$ cat config.mk
export PLATFORM = sky130hd
export DESIGN_NAME = morton_texture_tiler
export DESIGN_NICKNAME = d
export VERILOG_FILES = /design/src/rtl/mtt_pkg.sv /design/src/rtl/morton_texture_tiler.sv /design/src/rtl/mtt_ram.sv /design/src/rtl/mtt_addr_gen.sv
export SDC_FILE = /design/constraint.sdc
export NUM_CORES = 2
export LEC_CHECK = 0
export ABC_AREA = 1
export BUFFER_PORTS_ARGS = -buffer_cell sky130_fd_sc_hd__buf_2
export CAP_MARGIN = 40
export CORE_MARGIN = 1.5
export CORE_UTILIZATION = 30
export CTS_BUF_LIST = sky130_fd_sc_hd__clkbuf_8
export DETAILED_ROUTE_END_ITERATION = 7
export PLACE_DENSITY = 0.54
export SYNTH_ARGS = -nofsm -noshare
export SYNTH_HDL_FRONTEND = slang
export SYNTH_SLANG_ARGS = --single-unit
$ cat constraint.sdc
create_clock -name i_clk -period 4.4 [get_ports i_clk]
set_input_delay 0.44 -clock i_clk [delete_from_list [all_inputs] [get_ports i_clk]]
set_output_delay 0.44 -clock i_clk [all_outputs]
set_load 0.01 [all_outputs]
$ cat src/rtl/mtt_pkg.sv
// Shared types, codes and helpers for the Morton texture tiler.
`timescale 1ns / 1ps

package mtt_pkg;

    // Fixed geometry and store sizes
    localparam int MAX_PAGE_DEF    = 1024;
    localparam int MIN_PAGE        = 8;
    localparam int MIN_PAGE_LG     = 3;
    localparam int PALETTE_ENTRIES = 256;
    localparam int PAL_AW          = 8;
    localparam int TEXEL_W         = 16;
    localparam int ADDR_OUT_W      = 20;
    localparam int DIM_W           = 11;
    localparam int POS_W           = 10;
    localparam int CFG_IDX_W       = 2;

    // Index mode with alpha keeps the palette color and replaces the alpha nibble
    localparam logic [TEXEL_W-1:0] ALPHA_KEEP_MASK = 16'hFFF0;
    localparam logic [7:0]         ALPHA_OPAQUE    = 8'd255;

    // Input word kinds
    localparam logic OP_CONVERT = 1'b0;
    localparam logic OP_LOAD    = 1'b1;

    // Configuration register indexes
    localparam logic [CFG_IDX_W-1:0] CFG_PIXEL_FORMAT = 2'd0;
    localparam logic [CFG_IDX_W-1:0] CFG_PAGE_WIDTH   = 2'd1;
    localparam logic [CFG_IDX_W-1:0] CFG_PAGE_HEIGHT  = 2'd2;

    // Pixel formats
    typedef enum logic [2:0] {
        FMT_RGB565      = 3'd0,
        FMT_RGB8        = 3'd1,
        FMT_RGBA8       = 3'd2,
        FMT_INDEX       = 3'd3,
        FMT_INDEX_ALPHA = 3'd4
    } t_fmt;

    // Page geometry as written by software
    typedef struct packed {
        logic [DIM_W-1:0] width;
        logic [DIM_W-1:0] height;
    } t_page_cfg;

    // Texel position handed to the address generator
    typedef struct packed {
        logic [POS_W-1:0] col;
        logic [POS_W-1:0] row;
    } t_texel_pos;

    // Keep the high nibble of each channel, red on top
    function automatic logic [TEXEL_W-1:0] pack_rgba4(
        input logic [7:0] r,
        input logic [7:0] g,
        input logic [7:0] b,
        input logic [7:0] a
    );
        return {r[7:4], g[7:4], b[7:4], a[7:4]};
    endfunction

endpackage

$ cat src/rtl/morton_texture_tiler.sv
// Top level of the Morton texture tiler: config, palette, pipeline and output register.
// A convert word passes the stage 1 register, then the output register, before it shows on o_m_*.
// Throughput: one input word per cycle unless o_m_* stalls; palette load words give no result word.
// The two pipeline registers are set by the registered palette read and the output stage.
// Reset (synchronous, active low) clears the valid flags and sets the format to rgb565
// and the page to 8x8; the palette is not cleared and holds garbage until loaded.
`timescale 1ns / 1ps

module morton_texture_tiler #(
    parameter int MAX_PAGE = mtt_pkg::MAX_PAGE_DEF
) (
    input  logic                           i_clk,
    input  logic                           i_rst_n,
    // Config write port
    input  logic                           i_cfg_we,
    input  logic [mtt_pkg::CFG_IDX_W-1:0]  i_cfg_addr,
    input  logic [mtt_pkg::DIM_W-1:0]      i_cfg_wdata,
    // Input stream
    input  logic                           i_s_tvalid,
    output logic                           o_s_tready,
    // tdata: col[9:0], row[19:10], entry_index[27:20], byte0[35:28],
    //        byte1[43:36], byte2[51:44], byte3[59:52], zero[63:60]
    input  logic [63:0]                    i_s_tdata,
    // tuser: operation[0]
    input  logic                           i_s_tuser,
    // Output stream
    output logic                           o_m_tvalid,
    input  logic                           i_m_tready,
    // tdata: texel_address[19:0], texel_value[35:20], zero[39:36]
    output logic [39:0]                    o_m_tdata,
    // tuser: out_of_range[0]
    output logic                           o_m_tuser
);

    import mtt_pkg::*;

    // Input word fields
    logic [POS_W-1:0] in_col;
    logic [POS_W-1:0] in_row;
    logic [7:0]       in_entry;
    logic [7:0]       in_b0;
    logic [7:0]       in_b1;
    logic [7:0]       in_b2;
    logic [7:0]       in_b3;
    logic             in_acc;

    assign in_col   = i_s_tdata[9:0];
    assign in_row   = i_s_tdata[19:10];
    assign in_entry = i_s_tdata[27:20];
    assign in_b0    = i_s_tdata[35:28];
    assign in_b1    = i_s_tdata[43:36];
    assign in_b2    = i_s_tdata[51:44];
    assign in_b3    = i_s_tdata[59:52];
    assign in_acc   = i_s_tvalid && o_s_tready;

    // Configuration registers
    logic [2:0] r_fmt;
    t_page_cfg  r_page;

    always_ff @(posedge i_clk) begin
        if (!i_rst_n) begin
            r_fmt         <= FMT_RGB565;
            r_page.width  <= DIM_W'(MIN_PAGE);
            r_page.height <= DIM_W'(MIN_PAGE);
        end else if (i_cfg_we) begin
            unique case (i_cfg_addr)
                CFG_PIXEL_FORMAT: r_fmt         <= i_cfg_wdata[2:0];
                CFG_PAGE_WIDTH:   r_page.width  <= i_cfg_wdata;
                CFG_PAGE_HEIGHT:  r_page.height <= i_cfg_wdata;
                default: ;
            endcase
        end
    end

    // Palette: load words write at accept, convert words read at accept
    logic [TEXEL_W-1:0] pal_rdata;

    mtt_ram #(
        .WIDTH (TEXEL_W),
        .DEPTH (PALETTE_ENTRIES)
    ) u_palette (
        .i_clk   (i_clk),
        .i_we    (in_acc && (i_s_tuser == OP_LOAD)),
        .i_waddr (in_entry),
        .i_wdata (pack_rgba4(in_b0, in_b1, in_b2, in_b3)),
        .i_re    (in_acc && (i_s_tuser == OP_CONVERT)),
        .i_raddr (in_b0),
        .o_rdata (pal_rdata)
    );

    // Stage 1: convert word waiting for its palette data
    logic             r_s1_valid;
    t_texel_pos       r_s1_pos;
    logic [7:0]       r_s1_b0;
    logic [7:0]       r_s1_b1;
    logic [7:0]       r_s1_b2;
    logic [7:0]       r_s1_b3;
    logic             s1_adv;

    // Output register
    logic                  r_out_valid;
    logic [ADDR_OUT_W-1:0] r_out_addr;
    logic [TEXEL_W-1:0]    r_out_val;
    logic                  r_out_oor;

    assign s1_adv     = r_s1_valid && (!r_out_valid || i_m_tready);
    assign o_s_tready = !r_s1_valid || s1_adv;

    always_ff @(posedge i_clk) begin
        if (!i_rst_n) begin
            r_s1_valid <= 1'b0;
        end else if (o_s_tready) begin
            r_s1_valid <= in_acc && (i_s_tuser == OP_CONVERT);
        end
    end

    always_ff @(posedge i_clk) begin
        if (in_acc && (i_s_tuser == OP_CONVERT)) begin
            r_s1_pos.col <= in_col;
            r_s1_pos.row <= in_row;
            r_s1_b0      <= in_b0;
            r_s1_b1      <= in_b1;
            r_s1_b2      <= in_b2;
            r_s1_b3      <= in_b3;
        end
    end

    // Address and bounds
    logic [ADDR_OUT_W-1:0] s1_addr;
    logic                  s1_oor;

    mtt_addr_gen #(
        .MAX_PAGE (MAX_PAGE)
    ) u_addr_gen (
        .i_cfg          (r_page),
        .i_pos          (r_s1_pos),
        .o_addr         (s1_addr),
        .o_out_of_range (s1_oor)
    );

    // Texel value by format
    logic [TEXEL_W-1:0] n_out_val;

    always_comb begin
        unique case (r_fmt)
            FMT_RGB565:      n_out_val = {r_s1_b1, r_s1_b0};
            FMT_RGB8:        n_out_val = pack_rgba4(r_s1_b0, r_s1_b1, r_s1_b2, ALPHA_OPAQUE);
            FMT_RGBA8:       n_out_val = pack_rgba4(r_s1_b0, r_s1_b1, r_s1_b2, r_s1_b3);
            FMT_INDEX:       n_out_val = pal_rdata;
            FMT_INDEX_ALPHA: n_out_val = (pal_rdata & ALPHA_KEEP_MASK)
                                         | TEXEL_W'(r_s1_b1[7:4]);
            default:         n_out_val = '0;
        endcase
        if (s1_oor) begin
            n_out_val = '0;
        end
    end

    // Output register control
    always_ff @(posedge i_clk) begin
        if (!i_rst_n) begin
            r_out_valid <= 1'b0;
        end else if (!r_out_valid || i_m_tready) begin
            r_out_valid <= r_s1_valid;
        end
    end

    always_ff @(posedge i_clk) begin
        if (s1_adv) begin
            r_out_addr <= s1_addr;
            r_out_val  <= n_out_val;
            r_out_oor  <= s1_oor;
        end
    end

    assign o_m_tvalid = r_out_valid;
    assign o_m_tdata  = {4'b0000, r_out_val, r_out_addr};
    assign o_m_tuser  = r_out_oor;

    // Checks
    a_stall_blocks_input: assert property (@(posedge i_clk) disable iff (!i_rst_n)
        (r_s1_valid && o_m_tvalid && !i_m_tready) |-> !o_s_tready)
        else $error("input accepted while pipeline is full and stalled");

    a_oor_zero_data: assert property (@(posedge i_clk) disable iff (!i_rst_n)
        (o_m_tvalid && o_m_tuser) |-> (o_m_tdata == '0))
        else $error("out of range word carries nonzero data");

    a_convert_enters_s1: assert property (@(posedge i_clk) disable iff (!i_rst_n)
        (in_acc && (i_s_tuser == OP_CONVERT)) |=> r_s1_valid)
        else $error("accepted convert word lost before stage 1");

    a_palette_data_held: assert property (@(posedge i_clk) disable iff (!i_rst_n)
        (r_s1_valid && !s1_adv) |=> $stable(pal_rdata))
        else $error("palette read data changed under a stalled word");

endmodule

$ cat src/rtl/mtt_ram.sv
// Generic single-port-write, single-port-read RAM with registered read data.
`timescale 1ns / 1ps

module mtt_ram #(
    parameter int WIDTH = 16,
    parameter int DEPTH = 256
) (
    input  logic                     i_clk,
    input  logic                     i_we,
    input  logic [$clog2(DEPTH)-1:0] i_waddr,
    input  logic [WIDTH-1:0]         i_wdata,
    input  logic                     i_re,
    input  logic [$clog2(DEPTH)-1:0] i_raddr,
    output logic [WIDTH-1:0]         o_rdata
);

    logic [WIDTH-1:0] r_mem [DEPTH];
    logic [WIDTH-1:0] r_rdata;

    // Write port
    always_ff @(posedge i_clk) begin
        if (i_we) begin
            r_mem[i_waddr] <= i_wdata;
        end
    end

    // Read port, data holds while no read is issued
    always_ff @(posedge i_clk) begin
        if (i_re) begin
            r_rdata <= r_mem[i_raddr];
        end
    end

    assign o_rdata = r_rdata;

endmodule

$ cat src/rtl/mtt_addr_gen.sv
// Tiled Morton-order address and page bounds check for one texel.
`timescale 1ns / 1ps

module mtt_addr_gen #(
    parameter int MAX_PAGE = mtt_pkg::MAX_PAGE_DEF
) (
    input  mtt_pkg::t_page_cfg                i_cfg,
    input  mtt_pkg::t_texel_pos               i_pos,
    output logic [mtt_pkg::ADDR_OUT_W-1:0]    o_addr,
    output logic                              o_out_of_range
);

    import mtt_pkg::*;

    // Padded sizes run from 2^3 up to 2^LG_P
    localparam int LG_P = $clog2(MAX_PAGE);
    localparam int LGW  = $clog2(LG_P + 4);
    localparam int PW   = LG_P + 1;
    localparam int DW   = (PW > DIM_W) ? PW : DIM_W;
    localparam int CW   = (LG_P > POS_W) ? LG_P : POS_W;
    localparam int AW   = 2 * LG_P;

    // Log2 of the padded size: smallest power of two covering the dimension, clamped to 2^3..2^LG_P
    function automatic logic [LGW-1:0] padded_lg(input logic [DIM_W-1:0] v);
        logic [LGW-1:0] lg;
        lg = LGW'(MIN_PAGE_LG);
        for (int k = MIN_PAGE_LG; k < LG_P; k++) begin
            if (32'(v) > (32'd1 << k)) begin
                lg = LGW'(k + 1);
            end
        end
        return lg;
    endfunction

    logic [LGW-1:0]  lg_w;
    logic [LGW-1:0]  lg_h;
    logic [PW-1:0]   pw;
    logic [PW-1:0]   ph;
    logic [DW-1:0]   ew;
    logic [DW-1:0]   eh;
    logic [LG_P-1:0] ph_m1;
    logic [CW-1:0]   m_full;
    logic [LG_P-1:0] m;
    logic [LG_P-1:0] c;
    logic [5:0]      tile;
    logic [AW-1:0]   addr_hi;
    logic [AW-1:0]   addr_mid;
    logic [AW-1:0]   addr_full;

    // Padded and effective page dimensions
    always_comb begin
        lg_w = padded_lg(i_cfg.width);
        lg_h = padded_lg(i_cfg.height);
        pw   = PW'(1) << lg_w;
        ph   = PW'(1) << lg_h;
        ew   = (DW'(i_cfg.width)  < DW'(pw)) ? DW'(i_cfg.width)  : DW'(pw);
        eh   = (DW'(i_cfg.height) < DW'(ph)) ? DW'(i_cfg.height) : DW'(ph);
    end

    assign o_out_of_range = (DW'(i_pos.col) >= ew) || (DW'(i_pos.row) >= eh);

    // Rows stored bottom-up; tiles of 64 texels, tile rows of pw*8 texels.
    // Column tiles stay below one tile row, so the terms do not overlap.
    always_comb begin
        ph_m1     = LG_P'(ph - PW'(1));
        m_full    = CW'(ph_m1) - CW'(i_pos.row);
        m         = m_full[LG_P-1:0];
        c         = LG_P'(i_pos.col);
        tile      = {m[2], c[2], m[1], c[1], m[0], c[0]};
        addr_hi   = AW'(m >> 3) << (lg_w + LGW'(3));
        addr_mid  = AW'(c >> 3) << 6;
        addr_full = addr_hi | addr_mid | AW'(tile);
    end

    assign o_addr = o_out_of_range ? '0 : ADDR_OUT_W'(addr_full);

endmodule
Word-level counts from Yosys, hierarchy flattened
Memories as Yosys holds them, arrays and structs flattened. A register that Yosys moved wholly into a read port is not among the register bits.
Cells that the tools add are included.
Widths: inputs -> output; s select.
{"block": "totals", "ff_bits": 116, "mem_bits_rw": 4096, "input_bits": 83, "mem_count": 1}
{"block": "op_classes", "n_addsub": 3, "muxes": 19, "n_bitwise": 4, "shift": 3, "order_cmp": 18, "reduce_logical": 14, "eq_ne": 6}
{"name": "u_palette.r_mem", "words": 256, "word_bits": 16, "rd": 1, "rd_clocked_by_memory_dff": 1, "wr": 1, "line": "mtt_ram.sv:17", "rtl": "logic [WIDTH-1:0] r_mem [DEPTH];"}
{"cell": "$pmux 16 s5", "count": 1}
{"cell": "$mux 4", "count": 9}
{"cell": "$ge 10x11->1", "count": 2}
{"cell": "$gt 11x10->1 const B", "count": 2}
{"cell": "$gt 11x4->1 const B", "count": 2}
{"cell": "$gt 11x5->1 const B", "count": 2}
{"cell": "$gt 11x6->1 const B", "count": 2}
{"cell": "$gt 11x7->1 const B", "count": 2}
{"cell": "$gt 11x8->1 const B", "count": 2}
{"cell": "$gt 11x9->1 const B", "count": 2}
{"cell": "$lt 11x11->1", "count": 2}
{"cell": "$mux 11", "count": 2}
{"cell": "$shl 1x4->11 const A", "count": 2}
{"cell": "$or 20x13->20", "count": 1}
{"cell": "$or 20x6->20", "count": 1}
{"cell": "$shl 7x4->20", "count": 1}
{"cell": "$or 16x4->16", "count": 1}
{"cell": "$mux 3", "count": 5}
{"cell": "$sub 10x1->10 const B", "count": 1}
{"cell": "$sub 10x10->10", "count": 1}
{"cell": "$eq 3x2->1 const B", "count": 2}
{"cell": "$reduce_and 2->1", "count": 3}
{"cell": "$add 4x2->4 const B", "count": 1}
{"cell": "$logic_and 1x1->1", "count": 4}
{"cell": "other kinds (10)", "count": 14}

Depth between registers and ports, before layout
{"block": "depth", "ltp_word": 14, "ltp_mapped": 38}

Hierarchy
From an unflattened synthesis, not the netlist that was laid out.
{"block": "hier_totals", "hier_cells": 14493, "hier_area_um2": 172974.6}
{"module": "mtt_ram", "area_per_inst_um2": 165866.6, "cells_per_inst": 13617, "n_inst": 1}
{"module": "morton_texture_tiler", "area_per_inst_um2": 4256.6, "cells_per_inst": 375, "n_inst": 1}
{"module": "mtt_addr_gen", "area_per_inst_um2": 2851.5, "cells_per_inst": 501, "n_inst": 1}

Least setup slack after synthesis
No wires, ideal clock.
{"block": "synth_timing", "path_kind": "flip-flop to flip-flop", "start": "reg r_page[16] in the netlist's numbering", "end": "reg r_out_val[2], data pin", "required_ps": 4138, "arrival_time_ps": 4025, "setup_ps": 262, "path_buffers": 3, "path_slack_ps": 113, "path_stages_with_launch": 37, "cell_sequence": "dfxtp_1 -> or2_1 -> nor2_2 -> nand3_1 -> nand2_1 -> nand2_1 -> nand2_1 -> nand2_1 -> nand2_1 -> buf_4 -> ha_1 -> nand2_1 -> ha_1 -> nand2_1 -> inv_1 -> o21ai_0 -> nand2_1 -> a21oi_1 -> nand2_1 -> clkbuf_1 -> nand2_1 -> o21ai_0 -> ha_1 -> nand2_1 -> o21ai_0 -> nand2_1 -> o211ai_1 -> nand2_1 -> nand2_1 -> o21bai_1 -> nand3b_1 -> nand3_1 -> nand2_1 -> inv_2 -> o21ai_4 -> buf_6 -> nor2_1"}
{"block": "synth_between", "elab_chain_cells": 13, "elab_cells_between_ends": 19, "classes_between": "order compare (9); shift (1); mux (8); reduce/logical (1)"}
{"item": "start: declaration", "line": "morton_texture_tiler.sv:58", "rtl": "t_page_cfg r_page;"}
{"item": "$gt 11x4->1", "line": "mtt_addr_gen.sv:28", "rtl": "if (32'(v) > (32'd1 << k)) begin"}
{"item": "$mux 3", "line": "mtt_addr_gen.sv:28"}
{"item": "$mux 4 (6 in series)", "line": "mtt_addr_gen.sv:28"}
{"item": "$shl 1x4->11", "line": "mtt_addr_gen.sv:54", "rtl": "pw = PW'(1) << lg_w;"}
{"item": "$lt 11x11->1", "line": "mtt_addr_gen.sv:56", "rtl": "ew = (DW'(i_cfg.width) < DW'(pw)) ? DW'(i_cfg.width) : DW'(pw);"}
{"item": "$mux 11 *", "line": "mtt_addr_gen.sv:56"}
{"item": "$ge 10x11->1 *", "line": "mtt_addr_gen.sv:60", "rtl": "assign o_out_of_range = (DW'(i_pos.col) >= ew) || (DW'(i_pos.row) >= eh);"}
{"item": "$logic_or 1x1->1 *", "line": "mtt_addr_gen.sv:60"}
{"item": "end signal: assignment", "line": "morton_texture_tiler.sv:171", "rtl": "r_out_val <= n_out_val;"}
{"item": "end: declaration", "line": "morton_texture_tiler.sv:103", "rtl": "logic [TEXEL_W-1:0] r_out_val;"}
Mark *: on every way between the ends. The rest lies on a longest branch, timed or not.
A chain may end at the register's enable or synchronous reset.

Worst setup path in the final report
{"block": "layout_timing", "start": "reg r_page[12] in the netlist's numbering", "end": "reg r_out_val[1], data pin"}
The elaborated chain is that of the path after synthesis.

==> flow_metrics.tcl <==
set metrics [dict create \
    status "complete, no violations" \
    drt_iter0_drc 13100 \
    dieHeight_um 754 \
    synthTopCellsByArea "edfxtp_1 (74%), o21ai_0 (6.2%), nor2_1 (5.3%), o22ai_1 (3.8%), nand3_1 (3.1%)" \
    core_area_mm2 0.561 \
    met2_usage_pct 28.0 \
    worstHoldStart "i_m_tready" \
    clockBufferDepth 4 \
    ys.flop_type "edfxtp_1" \
    setup_viol 0 \
    antenna_found_initial 36 \
    ys_ff_latch 4220 \
    finClkSkew_ns 0.105 \
    drc 0 \
    overflow 0 \
    synth_cells 13300 \
    end_kind "flip-flop" \
    initial_core_util_pct 30.1 \
    r2r-start "r_page[12]" \
    fmaxAchievable_mhz 228 \
    synth_edf_count 4193 \
    startpoint_type "flip-flop" \
    fin_cells 22200 \
    p_sw_share_pct 25.6 \
    synth-seq-area-share_pct 74.8 \
    cts_htree_levels 6 \
    max-cap-violations 0 \
    dieWidth_um 754 \
    seqPwrFrac_pct 53.1 \
    cellPowerDensity_mw_per_mm2 425 \
    yosysWarnings 0 \
    fin_hold_ws_ns 0.142 \
    busiest_layer "met2" \
    tightest_slew_ns 1.19 \
    io_buffers 109 \
    synth_top_area_share_pct 74.5 \
    routabilityCongestion 0.853 \
    cts_tree "done" \
    power_w 0.0836 \
    grt_use_met3_pct 3.12 \
    dieArea_mm2 0.568 \
    post-place-ws_ns -0.532 \
    peakVddDrop_uv 321 \
    syn_avg_cell_area_um2 12.7 \
    hold_viol 0 \
    cts_made_buffers 705 \
    p_clk_share_pct 38.1 \
    max_stage_delay_ns 0.34 \
    ios 126 \
    viasPerCell 5.12 \
    period_share_pct 99.7 \
    grt_pass1_vias 107000 \
    cts_sinks 4220 \
    use_met1_pct 25.2 \
    wl_per_cell_um 24.0 \
    power.leakage_nw 65.0 \
    r2r_end "r_out_val[1]" \
    critPathKind "flip-flop to flip-flop" \
    r2r_slack_ns 0.01 \
    areaGrowthSynthToFinish_pct 16.5 \
    arrival_ns 5.33 \
    async_flop_share_pct 0 \
    hold_path_depth 5 \
    min_period_ns 4.39 \
    combPwrFrac_pct 8.8 \
    synth.distinct_cells 42 \
    vias 113000 \
    hpwl_um 309000 \
    slew_viol_final 0 \
    clockRootBuffer "clkbuf_8" \
    setup_ws_ns 0.0140 \
    grt_pass1_wl_um 763000 \
    min_to "o_m_tvalid" \
    slew_headroom_pct 20.6 \
    totalWireLength_um 532000 \
    rsz0062_at_grt "true" \
    drive_gt1_share_pct 12.9 \
    yosysTopAreaCell "edfxtp_1" \
    critPathMaxFanout 9 \
    syn_area_mm2 0.169 \
    place_inst 20700 \
    path_clk_slew_ns 0.06 \
    grt_max_degree 146 \
    rows 275 \
    r2r_cells 36 \
    switching_power_w 0.0214 \
    first_pass_iters 6 \
    clock_latency_ns 1.24 \
    layout_common_cells "edfxtp_1 (4193), nor2_1 (2382), o21ai_0 (2079)" \
    setup_tns_ns 0 \
    internal-power_w 0.0622 \
    ant_nets 0 \
    nNetsFinal 14300 \
    required_ns 5.34 \
    min_path_type "input port to flip-flop" \
    grt_use_total_pct 17.9 \
    cpMaxStageDelayCell "dfxtp_2" \
    layout_commonest_cell "edfxtp_1" \
]
==> kinds of logic after synthesis <==
kind of cell    Yosys count  share of synthesized area [%]
buf+inv                1086                           2.95
other cells               2                        0.00444
compound gates         3264                           10.5
xor+xnor                  7                         0.0363
flops                  4220                           74.8
simple gates           4714                           11.3
fa+ha+maj                55                          0.412
==> timing repair <==
item / 4_1_cts / 5_1_grt
resized for setup: 89 / 113
buffers inserted: 19 / 11
hold buffers: 117 / 0
hold endpoints to repair: 2006 / 0
gates cloned: 1 / 0
endpoints found under the setup margin: 37 / 37
pin swaps: 58 / 74
==> power groups by stage <==
stage	Sequential, W	Combinational (W)	Clock, W
detailed placement	0.0453	0.00678	0
finish	0.0444	0.00736	0.0318
floorplan	0.0453	0.00352	0
global route	0.0444	0.00794	0.0342
global placement	0.0453	0.00676	0
CTS	0.0444	0.00710	0.0325
==> critical path, delay by kind of cell (launching register included) <==
family / cells / cell delay [ns]
adder cells (fa/ha/maj): 3 / 0.72
AND/OR/NAND/NOR: 22 / 1.96
flip-flops: 1 / 0.34
AO/OA/AOI/OAI: 6 / 0.64
buffers and inverters: 5 / 0.40
==> state kept, by name, indices dropped and copies added, names as in the netlist, 3 cells and up <==
register / flops
r_page: 22
r_s1_pos: 20
r_s1_b0: 8
r_s1_b1: 8
r_out_val: 16
u_palette.r_mem: 4096
r_s1_b2: 4
r_s1_b3: 4
u_palette.o_rdata: 16
r_fmt: 3
r_out_addr: 20
==> layout make-up <==
type,instances,area (um^2)
Antenna cell,17,42.5
Clock buffer,710,9770
Clock inverter,550,2790
Fill cell,55000,364000
Inverter,127,546
Multi-Input combinational cell,8051,38300
Sequential cell,4220,126000
Tap cell,7479,9360
Timing Repair Buffer,1018,9540
==> metal layers <==
metal  vias up  part of all wire [%]
met5         -                 0.033
met4        24                   3.4
met3       877                   8.3
met2      4828                    45
met1     56800                    43
li1      50900                     -
==> per-stage QoR <==
stage,utilization [%],area [um^2]
2_1_floorplan,-,169000
3_3_place_gp,32.4,182000
3_5_place_dp,32.5,182000
4_1_cts,35.0,196000
5_1_grt,35.1,197000
6_report,35.1,197000
==> synth_stat cells, drive strengths merged (2+ instances only) <==
cell	number
xor2	5
xnor2	2
nand2	1225
edfxtp	4193
nor3	14
o211ai	2
a221oi	6
and3	2
a211oi	3
nor2	2401
clkinv	3
dfxtp	27
a31oi	2
nand4	18
conb	2
o21bai	3
or2	17
a21oi	100
ha	54
o22ai	1024
nor4	2
inv	124
nand3b	3
clkbuf	602
buf	357
o21ai	2122
nand3	1031
==> how the worst max path moves through the flow <==
| stage | startpoint | to | slack (ns) | cells after the start |
|---|---|---|---|---|
| detailed placement | r_page[20] | r_out_val[4] | -0.53 | 35 |
| CTS | r_page[9] | r_out_val[2] | -0.02 | 35 |
| finish | r_page[12] | r_out_val[1] | 0.01 | 36 |
| global placement | r_page[11] | r_out_val[3] | -0.58 | 33 |
| global route | r_page[12] | r_out_val[1] | -0.25 | 36 |
| floorplan | r_page[16] | r_out_val[2] | 0.11 | 36 |
(Power assumes the default switching activity.)
